### config.mk
export PLATFORM = sky130hd
export DESIGN_NAME = charlieplex_percent_display_sequencer_unit
export DESIGN_NICKNAME = d
export VERILOG_FILES = /design/src/rtl/core/cpds_pkg.sv /design/src/rtl/core/charlieplex_percent_display_sequencer_unit.sv /design/src/rtl/core/cpds_digit_split.sv
export SDC_FILE = /design/constraint.sdc
export NUM_CORES = 1
export LEC_CHECK = 0
export BUFFER_PORTS_ARGS = -buffer_cell sky130_fd_sc_hd__buf_2
export CELL_PAD_IN_SITES_DETAIL_PLACEMENT = 0
export CELL_PAD_IN_SITES_GLOBAL_PLACEMENT = 1
export CORE_MARGIN = 2
export CORE_UTILIZATION = 44
export CTS_CLUSTER_DIAMETER = 200
export DETAILED_ROUTE_END_ITERATION = 10
export PLACE_DENSITY = 0.79
export REMOVE_ABC_BUFFERS = 1
export SYNTH_ARGS = -nofsm -noshare
export SYNTH_HDL_FRONTEND = slang
export SYNTH_SLANG_ARGS = --single-unit
### constraint.sdc
create_clock -name clock -period 5.4 [get_ports clock]
set_input_delay 0.27 -clock clock [delete_from_list [all_inputs] [get_ports clock]]
set_output_delay 0.27 -clock clock [all_outputs]
set_load 0.02 [all_outputs]
### src/rtl/core/cpds_pkg.sv
// Shared types, constants and the microcode table for the charlieplex percent
// display sequencer. No dependencies.
`timescale 1ns / 1ps
`default_nettype none

package cpds_pkg;

   typedef struct packed {
      logic [1:0] display_index;
      logic [7:0] level;
      logic       charging;
   } req_type;

   typedef struct packed {
      logic [1:0] module_out;
      logic [2:0] drive_high;
      logic [2:0] drive_low;
      logic       all_off;
      logic       last;
   } rsp_type;

   // Per-request digit info: lit segments a..g in bits 0..6.
   typedef struct packed {
      logic       hund;
      logic [6:0] tens_seg;
      logic [6:0] ones_seg;
   } digit_info_type;

   localparam logic [7:0] BLANK_LEVEL = 8'hFF;
   localparam logic [7:0] HUNDRED     = 8'd100;
   localparam logic [7:0] TWO_HUNDRED = 8'd200;
   localparam logic [7:0] MAX_ONE_DIG = 8'd9;
   // x/10 == (x*205)>>11 for x below 1029
   localparam logic [7:0] TENS_RECIP  = 8'd205;

   localparam int unsigned STEPS  = 19;
   localparam int unsigned STEP_W = $clog2(STEPS);
   localparam logic [STEP_W-1:0] END_STEP = STEP_W'(STEPS - 1);

   typedef enum logic {
      OP_EMIT,
      OP_END
   } op_type;

   typedef enum logic [2:0] {
      COND_ALWAYS,
      COND_CHARGING,
      COND_HUNDREDS,
      COND_TENS,
      COND_ONES
   } cond_type;

   typedef struct packed {
      op_type     op;
      cond_type   cond;
      logic [2:0] seg_idx;
      logic [2:0] hi;
      logic [2:0] lo;
   } ctrl_word_type;

   function automatic logic [6:0] digit_segments(input logic [3:0] digit);
      logic [6:0] seg;
      case (digit)
         4'd0: seg = 7'h3F;
         4'd1: seg = 7'h06;
         4'd2: seg = 7'h5B;
         4'd3: seg = 7'h4F;
         4'd4: seg = 7'h66;
         4'd5: seg = 7'h6D;
         4'd6: seg = 7'h7D;
         4'd7: seg = 7'h07;
         4'd8: seg = 7'h7F;
         4'd9: seg = 7'h6F;
         default: seg = 7'h00;
      endcase
      return seg;
   endfunction

   // Microcode: one word per step. A step whose condition fails is skipped.
   function automatic ctrl_word_type ucode(input logic [STEP_W-1:0] step);
      ctrl_word_type w;
      case (step)
         5'd0:  w = '{OP_EMIT, COND_ALWAYS,   3'd0, 3'd2, 3'd5};
         5'd1:  w = '{OP_EMIT, COND_CHARGING, 3'd0, 3'd3, 3'd5};
         5'd2:  w = '{OP_EMIT, COND_HUNDREDS, 3'd0, 3'd3, 3'd4};
         5'd3:  w = '{OP_EMIT, COND_HUNDREDS, 3'd0, 3'd2, 3'd4};
         // tens digit, line map 0
         5'd4:  w = '{OP_EMIT, COND_TENS,     3'd0, 3'd2, 3'd3};
         5'd5:  w = '{OP_EMIT, COND_TENS,     3'd1, 3'd3, 3'd2};
         5'd6:  w = '{OP_EMIT, COND_TENS,     3'd2, 3'd4, 3'd3};
         5'd7:  w = '{OP_EMIT, COND_TENS,     3'd3, 3'd4, 3'd2};
         5'd8:  w = '{OP_EMIT, COND_TENS,     3'd4, 3'd5, 3'd2};
         5'd9:  w = '{OP_EMIT, COND_TENS,     3'd5, 3'd5, 3'd3};
         5'd10: w = '{OP_EMIT, COND_TENS,     3'd6, 3'd5, 3'd4};
         // ones digit, line map 1
         5'd11: w = '{OP_EMIT, COND_ONES,     3'd0, 3'd1, 3'd2};
         5'd12: w = '{OP_EMIT, COND_ONES,     3'd1, 3'd2, 3'd1};
         5'd13: w = '{OP_EMIT, COND_ONES,     3'd2, 3'd1, 3'd3};
         5'd14: w = '{OP_EMIT, COND_ONES,     3'd3, 3'd3, 3'd1};
         5'd15: w = '{OP_EMIT, COND_ONES,     3'd4, 3'd1, 3'd4};
         5'd16: w = '{OP_EMIT, COND_ONES,     3'd5, 3'd4, 3'd1};
         5'd17: w = '{OP_EMIT, COND_ONES,     3'd6, 3'd5, 3'd1};
         default: w = '{OP_END, COND_ALWAYS,  3'd0, 3'd0, 3'd0};
      endcase
      return w;
   endfunction

endpackage

`default_nettype wire

### src/rtl/core/charlieplex_percent_display_sequencer_unit.sv
// Charlieplex percent display sequencer: microcoded strobe generator.
// Depends on cpds_pkg and cpds_digit_split.
//
// Usage:
//  - Request channel (req_valid/req_ready/req_data) carries the display
//    index, the level and the charging flag. A request is taken only while
//    no earlier request is being sequenced.
//  - Response channel (rsp_valid/rsp_ready/rsp_data) returns the strobes in
//    order, one per accepted transfer, ending with an all-off strobe that
//    has last set. Level 255 gives only that all-off strobe.
//  - Sequencing: a 19-step microprogram runs once per request, one step per
//    cycle while the receiver does not stall an emitting step; steps whose
//    condition fails emit nothing. A blank level runs only the final step.
//    A new request is taken only after the final step has run. The first
//    strobe is loaded into the output register after the step counter, and
//    its load waits while an earlier final strobe is still held there.
//  - A stalled receiver holds the output register and freezes the step
//    counter on emitting steps; the next request can be accepted while the
//    final strobe still waits in the output register.
//  - Reset clears the sequencer and the output valid; req_ready is not gated
//    by reset, so a request offered while reset is high is dropped.
`timescale 1ns / 1ps
`default_nettype none

module charlieplex_percent_display_sequencer_unit (
   input  wire logic               clock,
   input  wire logic               reset,
   input  wire logic               req_valid,
   output logic                    req_ready,
   input  wire cpds_pkg::req_type  req_data,
   output logic                    rsp_valid,
   input  wire logic               rsp_ready,
   output cpds_pkg::rsp_type       rsp_data
);
   import cpds_pkg::*;

   logic                busy_ff;
   logic [STEP_W-1:0]   pc_ff;
   logic [1:0]          module_ff;
   logic                charging_ff;
   digit_info_type      digits_ff;
   logic                rsp_valid_ff;
   rsp_type             rsp_data_ff;

   digit_info_type      digits_in;
   ctrl_word_type       cw;
   logic                cond_true;
   logic                out_free;
   logic                step_en;
   logic                emit;
   logic                req_fire;

   cpds_digit_split u_split (
      .level (req_data.level),
      .info  (digits_in)
   );

   assign cw = ucode(pc_ff);

   always_comb begin
      case (cw.cond)
         COND_ALWAYS:   cond_true = 1'b1;
         COND_CHARGING: cond_true = charging_ff;
         COND_HUNDREDS: cond_true = digits_ff.hund;
         COND_TENS:     cond_true = digits_ff.tens_seg[cw.seg_idx];
         COND_ONES:     cond_true = digits_ff.ones_seg[cw.seg_idx];
         default:       cond_true = 1'b0;
      endcase
   end

   assign out_free  = !rsp_valid_ff || rsp_ready;
   assign step_en   = busy_ff && (!cond_true || out_free);
   assign emit      = step_en && cond_true;
   assign req_ready = !busy_ff;
   assign req_fire  = req_valid && req_ready;

   always_ff @(posedge clock) begin
      if (reset) begin
         busy_ff      <= 1'b0;
         pc_ff        <= '0;
         rsp_valid_ff <= 1'b0;
      end else begin
         if (req_fire) begin
            busy_ff <= 1'b1;
            // blank level jumps straight to the all-off step
            pc_ff   <= (req_data.level == BLANK_LEVEL) ? END_STEP : '0;
         end else if (step_en) begin
            if (cw.op == OP_END) begin
               busy_ff <= 1'b0;
            end else begin
               pc_ff <= pc_ff + 1'b1;
            end
         end

         if (emit) begin
            rsp_valid_ff <= 1'b1;
         end else if (rsp_ready) begin
            rsp_valid_ff <= 1'b0;
         end
      end
   end

   always_ff @(posedge clock) begin
      if (req_fire) begin
         module_ff   <= req_data.display_index;
         charging_ff <= req_data.charging;
         digits_ff   <= digits_in;
      end
      if (emit) begin
         rsp_data_ff.module_out <= module_ff;
         rsp_data_ff.drive_high <= cw.hi;
         rsp_data_ff.drive_low  <= cw.lo;
         rsp_data_ff.all_off    <= (cw.op == OP_END);
         rsp_data_ff.last       <= (cw.op == OP_END);
      end
   end

   assign rsp_valid = rsp_valid_ff;
   assign rsp_data  = rsp_data_ff;

   // all-off strobe is the terminating one and drives no line
   a_off_is_last: assert property (@(posedge clock) disable iff (reset)
      rsp_valid_ff && rsp_data_ff.all_off |->
         rsp_data_ff.last && rsp_data_ff.drive_high == 3'd0 &&
         rsp_data_ff.drive_low == 3'd0)
      else $error("all-off strobe malformed");

   a_accept_busy: assert property (@(posedge clock) disable iff (reset)
      req_fire |=> busy_ff && !req_ready)
      else $error("sequencer not busy after request");

   a_done_emits_last: assert property (@(posedge clock) disable iff (reset)
      $fell(busy_ff) |-> rsp_valid_ff && rsp_data_ff.last)
      else $error("sequencer finished without final strobe");

   a_pc_range: assert property (@(posedge clock) disable iff (reset)
      busy_ff |-> pc_ff <= END_STEP)
      else $error("step counter out of range");

endmodule

`default_nettype wire

### src/rtl/core/cpds_digit_split.sv
// Splits a percent level into hundreds flag and tens/ones segment patterns.
// Depends on cpds_pkg.
`timescale 1ns / 1ps
`default_nettype none

module cpds_digit_split (
   input  wire logic [7:0]              level,
   output cpds_pkg::digit_info_type     info
);
   import cpds_pkg::*;

   logic [6:0]  rem;
   logic [14:0] prod;
   logic [3:0]  tens;
   logic [6:0]  tens_x10;
   logic [6:0]  ones_wide;

   always_comb begin
      if (level >= TWO_HUNDRED) begin
         rem = 7'(level - TWO_HUNDRED);
      end else if (level >= HUNDRED) begin
         rem = 7'(level - HUNDRED);
      end else begin
         rem = level[6:0];
      end
   end

   assign prod      = 15'(rem) * 15'(TENS_RECIP);
   assign tens      = prod[14:11];
   assign tens_x10  = 7'({tens, 3'b000}) + 7'({tens, 1'b0});
   assign ones_wide = rem - tens_x10;

   assign info.hund     = (level >= HUNDRED);
   assign info.tens_seg = (level > MAX_ONE_DIG) ? digit_segments(tens) : 7'h00;
   assign info.ones_seg = digit_segments(ones_wide[3:0]);

endmodule

`default_nettype wire

==> results.cfg <==
[route]
first_iter_violations = 95
wl_um = 9070
antenna_left = 0
viasPerCell = 5.39
drc = 0
dr.pass1.iters = 4
wl_per_cell_um = 14.9
num_vias = 3290

[die]
placementRows = 34
die_x_um = 99.2
io_pins = 27
dieArea_sq_um = 9830
core_area_sq_um = 8760
die_y_um = 99.2
initial_core_util_pct = 45.5

[clocking]
cts.path.max_buffers = 2
clock-sinks = 47
cts.htree.levels = 2
clkTransAtPathRegs_ns = 0.08
clk_latency_ns = 0.30
cts-root-buf = clkbuf_8
cts-hold-fix-buffers = 0
cts_buffers = 5
cts_tree = done

[synthesis]
synth_top_family_by_area = adder cells
synth_edf_count = 27
synth_xor_area_share_pct = 4.81
avgSynthCellArea_sq_um = 9.81
yosys.area_share.simple_pct = 14.8
yosysWarnings = 0
synth.mux.area_fraction_pct = 4.46
synth_area_sq_um = 3980
synth_compound_area_share_pct = 16.9
synthAdderAreaFrac_pct = 23.5
synth_flop_cell = edfxtp_1
synth-seq-area-share_pct = 30.4
ys_seq_elements = 47
syn_inst = 406
ys_types = 70
async_reset_ff_share_pct = 0

[job]
cap_violations = 0

[critical_path]
crit_arrival_ns = 5.56
start_kind = input port
critical_path_class = in -> reg
endpoint_kind = flop
required_ns = 5.53
crit_fanout = 7

[worst_hold_path]
hold_class = in -> reg

[final_layout]
fillers = 735
utilization_pct = 60.4
nets = 586
ff_latch_area_sq_um = 1210
stdcell_count = 610
multi_input_area_sq_um = 2960
num_antenna_cells = 0
drive_gt1_share_pct = 37.6
areaGrowthSynthToFinish_pct = 32.9

[sta]
slew_violations = 0
rsz0062_at_grt = yes
post-route-period-util_pct = 101
period_minus_slack_ns = 5.43
hold_viol = 0
fmax_mhz = 184
layout_setup_ws_ns = -0.0314
relSlewSlack_pct = 46.3
setup_viol = 1
skew_ns = 0.0133
tightest_slew_ns = 0.802

[power_and_ir_drop]
switching_power_uw = 1220
p_int_uw = 1790
ir_worst_vdd_mv = 0.429
pwr-share-clk_pct = 8.6
p_leak_uw = 0.00234
power_frac_seq_pct = 18.9
power.density_nw_per_um2 = 568
total_power_uw = 3000
p_sw_share_pct = 40.5
p_comb_share_pct = 72.5

[global_routing]
grt_antenna_before_repair = 1
grt_max_degree = 26
grt_use_total_pct = 18.0
gr-total-overflow = 0
grt_pass1_vias = 3200
grt_pass1_wl_um = 14600

[placed_design]
gp_congestion = 0.842
dp_hpwl_um = 6730
dpl.cell_count = 593
pre_cts_ws_ns = -0.654
io_buffer_count = 26

[status]
status = finished with violations
violations = negative setup slack
state kept, by name, indices dropped and copies added (netlist names):
register     cells
rsp_data         9
cw              13
charging_ff      1
busy_ff          1
module_ff        2
digits_ff       15
pc_ff            5
rsp_valid        1
synth_stat cells (5+ instances only):
cell / number / area, sq um
nor3_1: 11 / 55.1
clkbuf_1: 7 / 26.3
and2_1: 8 / 50.1
nand2_1: 24 / 90.1
nor2b_1: 7 / 43.8
mux2i_1: 11 / 110
dfxtp_1: 20 / 400
o21ai_0: 17 / 85.1
and3_1: 5 / 31.3
nand3_1: 7 / 35.0
o31ai_1: 6 / 45.0
xor2_1: 9 / 78.8
ha_1: 62 / 776
a21oi_1: 22 / 110
inv_1: 34 / 128
edfxtp_1: 27 / 811
nor2_1: 28 / 105
fa_1: 8 / 160
xnor2_1: 11 / 96.3
critical path: stages:
cell,delay [ns]
buf_8,0.08
inv_4,0.03
ha_4,0.14
a2111o_1,0.47
and2_4,0.20
o221ai_4,0.23
o31ai_4,0.11
ha_1,0.33
buf_4,0.14
buf_4,0.13
ha_4,0.23
fa_1,0.58
ha_4,0.22
ha_4,0.24
and4_4,0.19
and2_4,0.14
o41a_1,0.36
or4_1,0.51
nand4_1,0.16
xnor2_2,0.18
xor2_4,0.32
mux2i_2,0.27
layout by cell type, fill, tap and decap left out, types with 6 or more instances in the layout:
master / n
nor2_1: 26
inv_1: 25
a21oi_1: 19
nand3_1: 7
nand2_1: 21
mux2i_1: 10
buf_4: 75
dfxtp_1: 20
o21ai_1: 6
buf_2: 22
nor3_1: 11
ha_4: 17
ha_1: 43
xor2_1: 7
inv_2: 8
edfxtp_1: 27
o21ai_0: 12
xnor2_1: 9
what timing repair did:
action / in CTS / in global routing
setup endpoints to repair: 14 / 14
resized for setup: 46 / 40
setup buffers: 8 / 5
hold endpoints to repair: 0 / 0
pin swaps: 27 / 19
power by group through the flow:
stage          sequential [uW]  combinational (uW)  clock (uW)
3_3_place_gp               573                1780           0
4_1_cts                    569                1990         265
6_report                   567                2180         259
3_5_place_dp               577                1810           0
5_1_grt                    575                2440         280
2_1_floorplan              576                1170           0
metrics by stage:
stage	setup TNS (ns)	hold WS, ns	cell area (sq um)
after floorplan	-4.83	0.339	3920
after global placement	-6.61	0.386	4680
after detailed placement	-7.24	0.391	4680
after CTS	0	0.140	5060
after global routing	-1.28	0.132	5290
final	-0.0314	0.147	5290
kinds of logic after synthesis:
kind of cell / after synthesis
simple gates: 114
flops: 47
compound gates: 90
fa+ha+maj: 70
buf+inv: 50
xor+xnor: 21
mux: 14
layer usage:
metal  wire length, um  vias to the layer above  global-route usage [%]
li1                  -                     1646                       -
met1              4000                     1553                    23.8
met2              4570                       69                    31.3
met3               277                       20                    1.55
met4               212                        2                    5.69
met5                11                        -                       0
path summary, 6_finish.rpt:
| path | endpoint | from | cells after the start | slack (ns) |
|---|---|---|---|---|
| hold / removal | module_ff[1]$_DFFE_PP_ | req_data[10] | 1 | 0.15 |
| setup reg to reg | cw[3]$_DFF_P_ | cw[6]$_DFF_P_ | 11 | 1.82 |
| setup / recovery | digits_ff[0]$_DFFE_PP_ | req_data[3] | 22 | -0.03 |
| hold reg to reg | rsp_data[2]$_DFFE_PP_ | cw[0]$_DFF_P_ | 0 | 0.41 |
area by class of cell:
| cell class | instances | area share, % |
|---|---|---|
| clock buffer | 5 | 1.30 |
| clock inverter | 3 | 0.851 |
| inverter | 37 | 2.77 |
| multi-input combinational | 309 | 55.9 |
| sequential | 47 | 22.9 |
| tap | 108 | 2.55 |
| timing repair buffer | 101 | 13.7 |
Note: power is estimated with default switching activity, not from simulation.
